<file path="src/rtl/core/bsa_pkg.sv">
// ----------------------------------------------------------------------------
// bsa_pkg: shared types and constants for the bitmap slot allocator
// Transaction payloads, operation codes, sequencer states and the
// lowest-zero encoder used by the free-slot scan.
// ----------------------------------------------------------------------------
package bsa_pkg;

    // Default map size and geometry
    localparam int NUM_SLOTS_DEF = 4096;
    localparam int WORD_W        = 64;
    localparam int BIT_W         = 6;    // bit position within a word
    localparam int INDEX_W       = 12;

    // Operation codes
    localparam logic [1:0] OP_WRITE = 2'd0;
    localparam logic [1:0] OP_TEST  = 2'd1;
    localparam logic [1:0] OP_FIND  = 2'd2;

    // Request transaction
    typedef struct packed {
        logic [1:0]         operation;
        logic [INDEX_W-1:0] bit_index;
        logic               bit_value;
    } bsa_in_t;

    // Result transaction
    typedef struct packed {
        logic               found;
        logic [INDEX_W-1:0] slot_index;
        logic               bit_state;
    } bsa_out_t;

    // Sequencer states
    typedef enum logic [2:0] {
        ST_CLEAR,
        ST_IDLE,
        ST_READ,
        ST_RMW,
        ST_FIND,
        ST_HOLD
    } state_t;

    // Position of the lowest zero bit; binary halving over six levels.
    // An all-ones word yields 63.
    function automatic logic [BIT_W-1:0] lowest_zero(input logic [WORD_W-1:0] w);
        logic [WORD_W-1:0] v;
        logic [BIT_W-1:0]  pos;
        logic [WORD_W-1:0] low_mask;
        v   = ~w;
        pos = '0;
        for (int l = BIT_W - 1; l >= 0; l--) begin
            low_mask = (64'(1) << (1 << l)) - 64'(1);
            if ((v & low_mask) == '0) begin
                pos[l] = 1'b1;
                v      = v >> (1 << l);
            end
        end
        return pos;
    endfunction

endpackage

</file>
<file path="src/rtl/core/bitmap_slot_allocator.sv">
// ----------------------------------------------------------------------------
// bitmap_slot_allocator: first-fit free-slot allocator over a usage bitmap
// Write, test and find-lowest-free on a word-organized bitmap memory,
// driven by a small sequencer around a single read/compare datapath.
// ----------------------------------------------------------------------------
// Operation: write and test read the addressed word and then update it or
//   return the bit; find examines one memory word per cycle through the
//   single read port, up to the last word of the map.
// Throughput: one transaction in flight; s_ready is high only when idle.
// Reset: a clearing pass zeroes the map, one word per cycle; no request is
//   accepted meanwhile.
// ----------------------------------------------------------------------------
module bitmap_slot_allocator #(
    parameter int NUM_SLOTS = bsa_pkg::NUM_SLOTS_DEF
) (
    input  logic             aclk,
    input  logic             aresetn,
    input  logic             s_valid,
    output logic             s_ready,
    input  bsa_pkg::bsa_in_t s_payload,
    output logic             m_valid,
    input  logic             m_ready,
    output bsa_pkg::bsa_out_t m_payload
);

    localparam int MAP_WORDS = (NUM_SLOTS + bsa_pkg::WORD_W - 1) / bsa_pkg::WORD_W;
    localparam int AW        = (MAP_WORDS > 1) ? $clog2(MAP_WORDS) : 1;
    localparam int SW        = AW + bsa_pkg::BIT_W;
    localparam logic [AW-1:0] LAST_WORD = AW'(MAP_WORDS - 1);

    // Sequencer and request registers
    bsa_pkg::state_t   state_reg, state_next;
    bsa_pkg::bsa_in_t  req_reg, req_next;
    logic              req_ok_reg, req_ok_next;
    logic [AW-1:0]     clr_addr_reg, clr_addr_next;
    logic [AW-1:0]     scan_rd_reg, scan_rd_next;
    logic              issue_more_reg, issue_more_next;
    logic              chk_vld_reg, chk_vld_next;
    logic [AW-1:0]     chk_addr_reg, chk_addr_next;

    // Output register and pending result
    logic              m_valid_reg, m_valid_next;
    bsa_pkg::bsa_out_t m_payload_reg, m_payload_next;
    bsa_pkg::bsa_out_t pend_reg, pend_next;

    // Memory ports
    logic                        ram_we;
    logic [AW-1:0]               ram_waddr;
    logic [bsa_pkg::WORD_W-1:0]  ram_wdata;
    logic [AW-1:0]               ram_raddr;
    logic [bsa_pkg::WORD_W-1:0]  ram_rdata;

    // Datapath helpers
    logic                        s_fire;
    logic                        out_free;
    logic                        finish;
    bsa_pkg::bsa_out_t           result;
    logic [AW-1:0]               req_word;
    logic [bsa_pkg::BIT_W-1:0]   req_bit;
    logic [bsa_pkg::WORD_W-1:0]  bit_mask;
    logic [bsa_pkg::BIT_W-1:0]   zero_pos;
    logic [SW-1:0]               slot_full;
    logic                        word_full;

    bsa_ram #(
        .WIDTH (bsa_pkg::WORD_W),
        .DEPTH (MAP_WORDS),
        .AW    (AW)
    ) u_map (
        .aclk  (aclk),
        .we    (ram_we),
        .waddr (ram_waddr),
        .wdata (ram_wdata),
        .raddr (ram_raddr),
        .rdata (ram_rdata)
    );

    assign s_ready   = (state_reg == bsa_pkg::ST_IDLE);
    assign s_fire    = s_valid && s_ready;
    assign out_free  = !m_valid_reg || m_ready;
    assign m_valid   = m_valid_reg;
    assign m_payload = m_payload_reg;

    // Word address and bit position of the stored request
    assign req_word  = AW'(req_reg.bit_index >> bsa_pkg::BIT_W);
    assign req_bit   = req_reg.bit_index[bsa_pkg::BIT_W-1:0];
    assign bit_mask  = bsa_pkg::WORD_W'(1) << req_bit;

    // Scan compare: lowest free position of the word just read
    assign word_full = (ram_rdata == '1);
    assign zero_pos  = bsa_pkg::lowest_zero(ram_rdata);
    assign slot_full = {chk_addr_reg, zero_pos};

    // Sequencer
    always_comb begin
        state_next      = state_reg;
        req_next        = req_reg;
        req_ok_next     = req_ok_reg;
        clr_addr_next   = clr_addr_reg;
        scan_rd_next    = scan_rd_reg;
        issue_more_next = issue_more_reg;
        chk_vld_next    = 1'b0;
        chk_addr_next   = chk_addr_reg;
        ram_we          = 1'b0;
        ram_waddr       = req_word;
        ram_wdata       = '0;
        ram_raddr       = req_word;
        finish          = 1'b0;
        result          = '0;

        case (state_reg)
            bsa_pkg::ST_CLEAR: begin
                ram_we        = 1'b1;
                ram_waddr     = clr_addr_reg;
                clr_addr_next = clr_addr_reg + AW'(1);
                if (clr_addr_reg == LAST_WORD) begin
                    state_next = bsa_pkg::ST_IDLE;
                end
            end
            bsa_pkg::ST_IDLE: begin
                if (s_fire) begin
                    req_next    = s_payload;
                    req_ok_next = (32'(s_payload.bit_index) < NUM_SLOTS);
                    if (s_payload.operation == bsa_pkg::OP_FIND) begin
                        state_next      = bsa_pkg::ST_FIND;
                        scan_rd_next    = '0;
                        issue_more_next = 1'b1;
                    end else if ((s_payload.operation == bsa_pkg::OP_WRITE ||
                                  s_payload.operation == bsa_pkg::OP_TEST) &&
                                 (32'(s_payload.bit_index) < NUM_SLOTS)) begin
                        state_next = bsa_pkg::ST_READ;
                    end else begin
                        // out-of-range index or unused code: zero result
                        finish = 1'b1;
                    end
                end
            end
            bsa_pkg::ST_READ: begin
                state_next = bsa_pkg::ST_RMW;
            end
            bsa_pkg::ST_RMW: begin
                finish = 1'b1;
                if (req_reg.operation == bsa_pkg::OP_WRITE) begin
                    ram_we    = 1'b1;
                    ram_wdata = (ram_rdata & ~bit_mask) |
                                (bsa_pkg::WORD_W'(req_reg.bit_value) << req_bit);
                end else begin
                    result.bit_state = ram_rdata[req_bit];
                end
            end
            bsa_pkg::ST_FIND: begin
                // issue one read per cycle
                ram_raddr = scan_rd_reg;
                if (issue_more_reg) begin
                    chk_vld_next  = 1'b1;
                    chk_addr_next = scan_rd_reg;
                    scan_rd_next  = scan_rd_reg + AW'(1);
                    if (scan_rd_reg == LAST_WORD) begin
                        issue_more_next = 1'b0;
                    end
                end
                // examine the word that came back
                if (chk_vld_reg) begin
                    if (!word_full) begin
                        finish = 1'b1;
                        if (32'(slot_full) < NUM_SLOTS) begin
                            result.found      = 1'b1;
                            result.slot_index = bsa_pkg::INDEX_W'(slot_full);
                        end
                    end else if (chk_addr_reg == LAST_WORD) begin
                        finish = 1'b1;
                    end
                end
            end
            bsa_pkg::ST_HOLD: begin
                if (out_free) begin
                    state_next = bsa_pkg::ST_IDLE;
                end
            end
            default: begin
                state_next = bsa_pkg::ST_IDLE;
            end
        endcase

        if (finish) begin
            state_next = out_free ? bsa_pkg::ST_IDLE : bsa_pkg::ST_HOLD;
        end
    end

    // Output register: load a finished result or release a held one
    always_comb begin
        m_valid_next   = m_valid_reg && !m_ready;
        m_payload_next = m_payload_reg;
        pend_next      = pend_reg;
        if (finish) begin
            if (out_free) begin
                m_valid_next   = 1'b1;
                m_payload_next = result;
            end else begin
                pend_next = result;
            end
        end else if (state_reg == bsa_pkg::ST_HOLD && out_free) begin
            m_valid_next   = 1'b1;
            m_payload_next = pend_reg;
        end
    end

    // Control registers
    always_ff @(posedge aclk) begin
        if (!aresetn) begin
            state_reg      <= bsa_pkg::ST_CLEAR;
            clr_addr_reg   <= '0;
            issue_more_reg <= 1'b0;
            chk_vld_reg    <= 1'b0;
            m_valid_reg    <= 1'b0;
        end else begin
            state_reg      <= state_next;
            clr_addr_reg   <= clr_addr_next;
            issue_more_reg <= issue_more_next;
            chk_vld_reg    <= chk_vld_next;
            m_valid_reg    <= m_valid_next;
        end
    end

    // Payload registers
    always_ff @(posedge aclk) begin
        req_reg       <= req_next;
        req_ok_reg    <= req_ok_next;
        scan_rd_reg   <= scan_rd_next;
        chk_addr_reg  <= chk_addr_next;
        m_payload_reg <= m_payload_next;
        pend_reg      <= pend_next;
    end

    // Checks
    a_idle_req_ok: assert property (@(posedge aclk) disable iff (!aresetn)
        (state_reg == bsa_pkg::ST_READ) |-> req_ok_reg)
        else $error("memory access issued for an out-of-range index");

    a_notfound_zero: assert property (@(posedge aclk) disable iff (!aresetn)
        (m_valid && !m_payload.found) |-> (m_payload.slot_index == '0))
        else $error("slot index nonzero without a found slot");

    a_found_test_excl: assert property (@(posedge aclk) disable iff (!aresetn)
        m_valid |-> !(m_payload.found && m_payload.bit_state))
        else $error("find and test results both set");

    a_rise_after_work: assert property (@(posedge aclk) disable iff (!aresetn)
        $rose(m_valid_reg) |-> $past(state_reg != bsa_pkg::ST_CLEAR))
        else $error("result produced during the clearing pass");

    a_chk_range: assert property (@(posedge aclk) disable iff (!aresetn)
        chk_vld_reg |-> (chk_addr_reg <= LAST_WORD))
        else $error("scan examined a word beyond the map");

endmodule

</file>
<file path="src/rtl/core/bsa_ram.sv">
// ----------------------------------------------------------------------------
// bsa_ram: generic simple dual-port RAM
// One write port, one read port with registered read data.
// ----------------------------------------------------------------------------
module bsa_ram #(
    parameter int WIDTH = 64,
    parameter int DEPTH = 64,
    parameter int AW    = (DEPTH > 1) ? $clog2(DEPTH) : 1
) (
    input  logic             aclk,
    input  logic             we,
    input  logic [AW-1:0]    waddr,
    input  logic [WIDTH-1:0] wdata,
    input  logic [AW-1:0]    raddr,
    output logic [WIDTH-1:0] rdata
);

    logic [WIDTH-1:0] mem_reg [DEPTH];
    logic [WIDTH-1:0] rdata_reg;

    // Write port and registered read
    always_ff @(posedge aclk) begin
        if (we) begin
            mem_reg[waddr] <= wdata;
        end
        rdata_reg <= mem_reg[raddr];
    end

    assign rdata = rdata_reg;

endmodule

</file>
<file path="config.mk">
export PLATFORM = sky130hd
export DESIGN_NAME = bitmap_slot_allocator
export DESIGN_NICKNAME = d
export VERILOG_FILES = /design/src/rtl/core/bsa_pkg.sv /design/src/rtl/core/bitmap_slot_allocator.sv /design/src/rtl/core/bsa_ram.sv
export SDC_FILE = /design/constraint.sdc
export NUM_CORES = 2
export LEC_CHECK = 0
export BUFFER_PORTS_ARGS = -buffer_cell sky130_fd_sc_hd__clkbuf_2
export CAP_MARGIN = 15
export CELL_PAD_IN_SITES_DETAIL_PLACEMENT = 1
export CELL_PAD_IN_SITES_GLOBAL_PLACEMENT = 2
export CORE_MARGIN = 3
export CORE_UTILIZATION = 55
export CTS_BUF_LIST = sky130_fd_sc_hd__clkbuf_4 sky130_fd_sc_hd__clkbuf_8
export DETAILED_ROUTE_END_ITERATION = 7
export GPL_TIMING_DRIVEN = 0
export HOLD_SLACK_MARGIN = 0.08
export PLACE_DENSITY_LB_ADDON = 0.1
export SLEW_MARGIN = 0
export SYNTH_ARGS = -nofsm -noshare
export SYNTH_HDL_FRONTEND = slang
export SYNTH_HIERARCHICAL = 1
export SYNTH_SLANG_ARGS = --single-unit
</file>
<file path="constraint.sdc">
create_clock -name aclk -period 10.9 [get_ports aclk]
set_input_delay 2.18 -clock aclk [delete_from_list [all_inputs] [get_ports aclk]]
set_output_delay 2.18 -clock aclk [all_outputs]
set_load 0.01 [all_outputs]
</file>
Word-level counts from Yosys, hierarchy flattened
Memory sizes are Yosys's and may differ from the RTL's. A register that Yosys moved wholly into a read port is not among the register bits. Index checks and enable logic that the tools add are counted.

$add $sub $neg: 2. Order comparisons: 1. Eq/ne operators: 20. Shift-type cells: 2. Multiplexer cells: 57. Bitwise operators: 5. Reductions and logical operators: 27.

Operators with widths (number): 64-bit logical NOT (6); 64-bit two-way mux (2); 64-bit AND (1); 64-bit == test, second input constant (1); 64-bit NOT (1); 64-bit bitwise OR (1); 1-bit by 6-bit left shift with 64-bit output (1); 1-bit by 6-bit left shift with 64-bit output, first input constant (1); 63-bit NOT (1); 14-bit two-way mux (3); 13-bit two-way mux (3); 31-bit two-way mux (1); 6-bit two-way mux (5); 1-bit two-way mux (27); 3-bit two-way mux (8); 6-bit == test, second input constant (3); 15-bit two-way mux (1); 3-bit case mux with 5 select lines (1); 6-bit by 1-bit adder with 6-bit output, second input constant (2); 6-bit case mux with 2 select lines (1); 2-bit AND reduction (5); 6-bit by 7-bit < comparator with 1-bit output, second input constant (1); 7-bit two-way mux (1); 1-bit binary-select mux with 6-bit select (1); other kinds (23) (36).

Register bits after elaboration: 67. Bits in writable memories: 4096. Input port bits: 19. Output and inout bits: 16. Word-level logic and storage cells: 131. Memories: 1.

Memories: u_map.mem_reg (words 64, bits a word 64, rd ports 1, clocked after Yosys merged registers in 1, write ports 1, line bsa_ram.sv:18) `logic [WIDTH-1:0] mem_reg [DEPTH];`.

Longest topological paths before layout
Depth after elaboration: 18. Gate-level depth with buffers: 15. Gate-level depth less buffers: 9.

Modules after synthesis
Netlist, hierarchy kept.

Modules (own cells, without submodules): bsa_ram (instances 1, cells each 6598, area an instance 156348.7 um^2, seq. area each 124279.2 um^2); bitmap_slot_allocator (instances 1, cells each 641, area an instance 5401.4 um^2, seq. area each 1891.8 um^2).

Worst setup path before layout
No wires, ideal clock.

Path type: flip-flop to flip-flop. From: reg state_reg[2]. To: mem u_map.mem_reg[48][0], enable pin. Setup time: 564 ps. Arrival time: 6329 ps. Data required time: 10336 ps. Slack: 4007 ps. Cell stages (with the launch flop): 9. Path buffers: 3. Period minus slack after synthesis: 6893 ps. Cells stage by stage: dfxtp_1 > clkbuf_1 > nor3_1 > clkbuf_1 > mux2_2 > clkbuf_1 > nor2b_1 > nand4b_1 > nor3_1.

Elaborated cells on any way between the ends: 6. Classes of those cells: eq/ne: 1; mux: 4; reduce/logical: 1.

RTL lines: start: declaration (line bitmap_slot_allocator.sv:32) `bsa_pkg::state_t state_reg, state_next;`; start signal: assignment (line bitmap_slot_allocator.sv:211) `state_reg <= bsa_pkg::ST_CLEAR;`; start signal: assignment (line bitmap_slot_allocator.sv:217) `state_reg <= state_next;`; 3-bit logical NOT (line bitmap_slot_allocator.sv:111) `case (state_reg)`; 6-bit two-way mux (line bitmap_slot_allocator.sv:111); net ram_waddr[3] (line bitmap_slot_allocator.sv:48) `logic [AW-1:0] ram_waddr;`; end: declaration (line bsa_ram.sv:18).

The timed path passes the listed nets, and every way through them passes these cells.

Final worst setup path
From: reg state_reg[0]. To: reg u_map.rdata_reg[59] (netlist: u_map/rdata[59]) (read register of u_map.mem_reg).

Cells in the longest elaborated chain, start to end: 2.

Ends and longest elaborated chain: 3-bit == test (line bitmap_slot_allocator.sv:111); 6-bit two-way mux (line bitmap_slot_allocator.sv:111); net ram_raddr[2] (line bitmap_slot_allocator.sv:50) `logic [AW-1:0] ram_raddr;`; end: declaration (line bsa_ram.sv:19) `logic [WIDTH-1:0] rdata_reg;`.

The timed path passes the listed nets, and every way through them passes these cells. A chain may end at the register's enable or synchronous reset.

==> metrics <==
dpl hpwl=between 300000 and 400000 um; worst setup path class=register to register; row cnt=198; Synth Instances=roughly 7200; DRC viols=2; Die Span X=548 um; clock network power share=36.5%; overall power=roughly 36 mW; Final Hold Viols=0; failing checks=DRC, capacitance limit, slew limit; Design Area, Final=approximately 190000 sq um; Post-CTS Hold Fix Bufs=0; HP Class=register to register; power per cell area=192 nW/um^2; Worst Path Required=between 10 and 15 ns; Worst path slowest cell=a41oi_1; Post-synth top flop=edfxtp_1; cell repeated most along the worst path=nand2_1; Cell Chain, Critical Path=clkbuf_1, nor2_1, nand2_1, clkbuf_1, nand2_1, nand2_1, buf_2, buf_4, buf_2, buf_2, buf_4, mux2i_1, nand2_1, a41oi_1, a211oi_1; largest net degree at the start of global routing=49; first-pass GRT wire length=713000 um; DP Worst Slack=4.81 ns; root buffer cell=clkbuf_8; Syn Nets=about 7300; clock sink count=between 4000 and 5000; Core ar.=292000 sq um; DRT Pass-1 Iters=7; RSZ-0062 raised after global routing=false; internal cell power=26.5 mW; gp weighted congestion=0.972; post-CTS resize count=0; CTS tree=built; clock-pin transition on the worst setup and hold timing paths=0.07 ns; top-level I/O count=35; Vias/cell=6.83; DRT iter0 DRCs=13900; fin nets=8294; vias in the first global route=89000; critical path arrival=7.14 ns; slew margin rel.=-1.56%; crit path max fanout=11; RR Endpoint=u_map/rdata[59]; Reg2Reg Depth=15; initial antenna violation count=59; Crit. End Element=register; Synth warnings=6; Yosys reg bits=roughly 4200; DRT Wirelength=between 500000 and 600000 um; fin. max-slew vios=3; clk_skew=0.0581 ns; critical path's largest stage delay=0.91 ns; P_sw=9.56 mW; Worst Setup Start Kind=register; Reg power frac=just over 50%; Tot GR Track Use=between 30% and 40%; wire per inst=40.7 um; Clock H-tree levels=6; Tmin final=6.13 ns; port bufs=34; Worst Tran Pin Value=1.51 ns; layout cells sized above 1=32.3%; setup violators final=0; max reg flops=slightly above 4000; Syn-to-layout area delta=15.9%; period utilisation layout=56.2%; CTS Buf Count=668; Gate power share=between 10% and 20%; Max Cap Viol=1; library cells used by synthesis=65; total number of vias=86700; Post-DRT Antenna Nets=0; Setup WS post-layout=4.77 ns; dpl cell area=~170000 sq um; leakage power=50.8 nW; global route total overflow=0; Clock Tree Buf Depth=4; status=complete, but fails checks; R2R Setup Slk=4.77 ns; worst skew pair latency=1.24 ns; Critical Path Sink=u_map/rdata[59]; FFs w/ async S/R, synth=0%; Post-CTS Setup Inserts=0; Seq/Total Area, Yosys=78.0%; DIE HEIGHT=548 um; EDFF count, synth=just over 4000; switching part of the total=26.5%; Mean Syn Cell Area=22.3 sq um; FMAX=0.163 GHz; Initial Util=55.4%; reg-to-reg critical path startpoint=state_reg[0]; DIE AREA=301000 sq um; tightest hold margin=between 0.4 and 0.5 ns; Cell Area, Synth=~160000 sq um; Crit. Startpoint=state_reg[0]; Max IR drop VDD=134 uV
-- per-layer routing --
layer / track usage [%] / up-vias / routed length [um]
li1: - / 33100 / -
met1: 47.8 / 46500 / 191000
met2: 51.8 / 5888 / 237000
met3: 10.2 / 1141 / 63700
met4: 14.6 / 26 / 25200
met5: 0 / - / 162
-- critical path, delay by kind of cell, from the launching register on --
family	cells	cell delay [ns]
muxes	1	0.51
buffers and inverters	7	3.16
DFF	1	0.30
and+or+nand+nor	5	0.62
AOI/OAI and AO/OA	2	1.27
-- Yosys cell counts (5+ instances only) --
cell type  instances  area (sq um)
dfxtp_1           76          1520
mux4_2          1044         23500
mux2_2             6          67.6
nand2b_1          14          87.6
nand4_1           20           125
mux2i_1          137          1370
nor2b_1           32           200
nand2_1          104           390
inv_1             25          93.8
a2bb2oi_1         19           166
a21oi_1           80           400
a22oi_1          168          1260
nand3_1          129           646
buf_6              7          78.8
o22ai_1           83           519
o211ai_1           5          37.5
a22o_1            89           780
edfxtp_1        4151        125000
o221ai_1          39           342
and2_1            22           138
nor2_1           143           537
a211oi_1          65           488
a41oi_1           27           236
or2_2             32           200
nand3b_1           6          45.0
buf_2            171           856
a21o_1            12          90.1
and3_1            74           463
o21ai_0           92           460
or3_1             33           206
buf_1             26          97.6
clkbuf_1         186           698
nor3_1             9          45.0
a31oi_1           21           131
buf_4             34           255
-- power groups by stage --
stage	sequential, mW	combinational (mW)	clock (mW)
floorplan	18.9	2.09	0
global placement	19.1	3.70	0
detailed placement	19.0	4.10	0
CTS	18.7	4.11	13.4
global route	18.7	4.28	14.1
finish	18.7	4.20	13.2
-- per-stage QoR --
step	utilization, %	std cells	setup TNS, ns
3_3_place_gp	57.2	11200	-436.28
4_1_cts	64.2	12700	0
3_5_place_dp	59.8	11500	0
2_1_floorplan	-	7239	0
6_report	64.2	12700	0
5_1_grt	64.2	12700	0
-- cell usage in the layout, fill, tap and decap left out, types with 16 or more instances in the layout --
| cell | count |
|---|---|
| clkbuf_4 | 193 |
| nand4_1 | 20 |
| a22o_1 | 89 |
| buf_12 | 242 |
| nand3_1 | 129 |
| and3_1 | 74 |
| nor2_4 | 62 |
| dfxtp_1 | 76 |
| or2_2 | 32 |
| buf_2 | 171 |
| a21oi_4 | 64 |
| o21ai_0 | 92 |
| a41oi_1 | 27 |
| nor2_1 | 79 |
| or3_1 | 33 |
| mux4_2 | 1044 |
| buf_6 | 22 |
| a211oi_1 | 65 |
| buf_4 | 52 |
| clkbuf_2 | 40 |
| nor2b_1 | 32 |
| clkbuf_1 | 180 |
| and2_1 | 22 |
| clkinv_1 | 150 |
| inv_1 | 25 |
| nand2_1 | 104 |
| diode_2 | 25 |
| a22oi_1 | 168 |
| clkinv_2 | 66 |
| a31oi_1 | 21 |
| buf_1 | 26 |
| a21oi_1 | 16 |
| o221ai_1 | 39 |
| clkbuf_8 | 700 |
| o22ai_1 | 81 |
| mux2i_1 | 137 |
| edfxtp_1 | 4151 |
| a2bb2oi_1 | 19 |
| buf_16 | 43 |
-- layout make-up --
cell class              instances  area (sq um)
clock inverters               278          1790
repair buffers                364          6680
plain buffers                 424          1990
fillers                     23400        104000
clock buffers                 891         11100
flip-flops and latches       4227        126000
inverters                      25          93.8
diodes                         25          62.6
multi-input cells            2563         34700
well taps                    3900          4880
-- worst min-delay path by stage --
stage | startpoint | endpoint | depth (start not counted)
floorplan | issue_more_reg | issue_more_reg | 2
global placement | issue_more_reg | issue_more_reg | 2
detailed placement | issue_more_reg | chk_vld_reg | 1
CTS | issue_more_reg | chk_vld_reg | 1
global route | issue_more_reg | chk_vld_reg | 1
finish | issue_more_reg | chk_vld_reg | 1
-- cell families (layout without fill, tap and decap cells) --
group	Yosys count	count (layout)	synth area share, %
other cells	0	25	0
buf+inv	449	1982	1.29
flops	4227	4227	78.0
simple gates	641	641	2.04
compound gates	725	725	3.18
xor+xnor	7	7	0.0379
mux	1188	1188	15.4
fa+ha+maj	2	2	0.0155
Power figures use the tool's default switching activity.
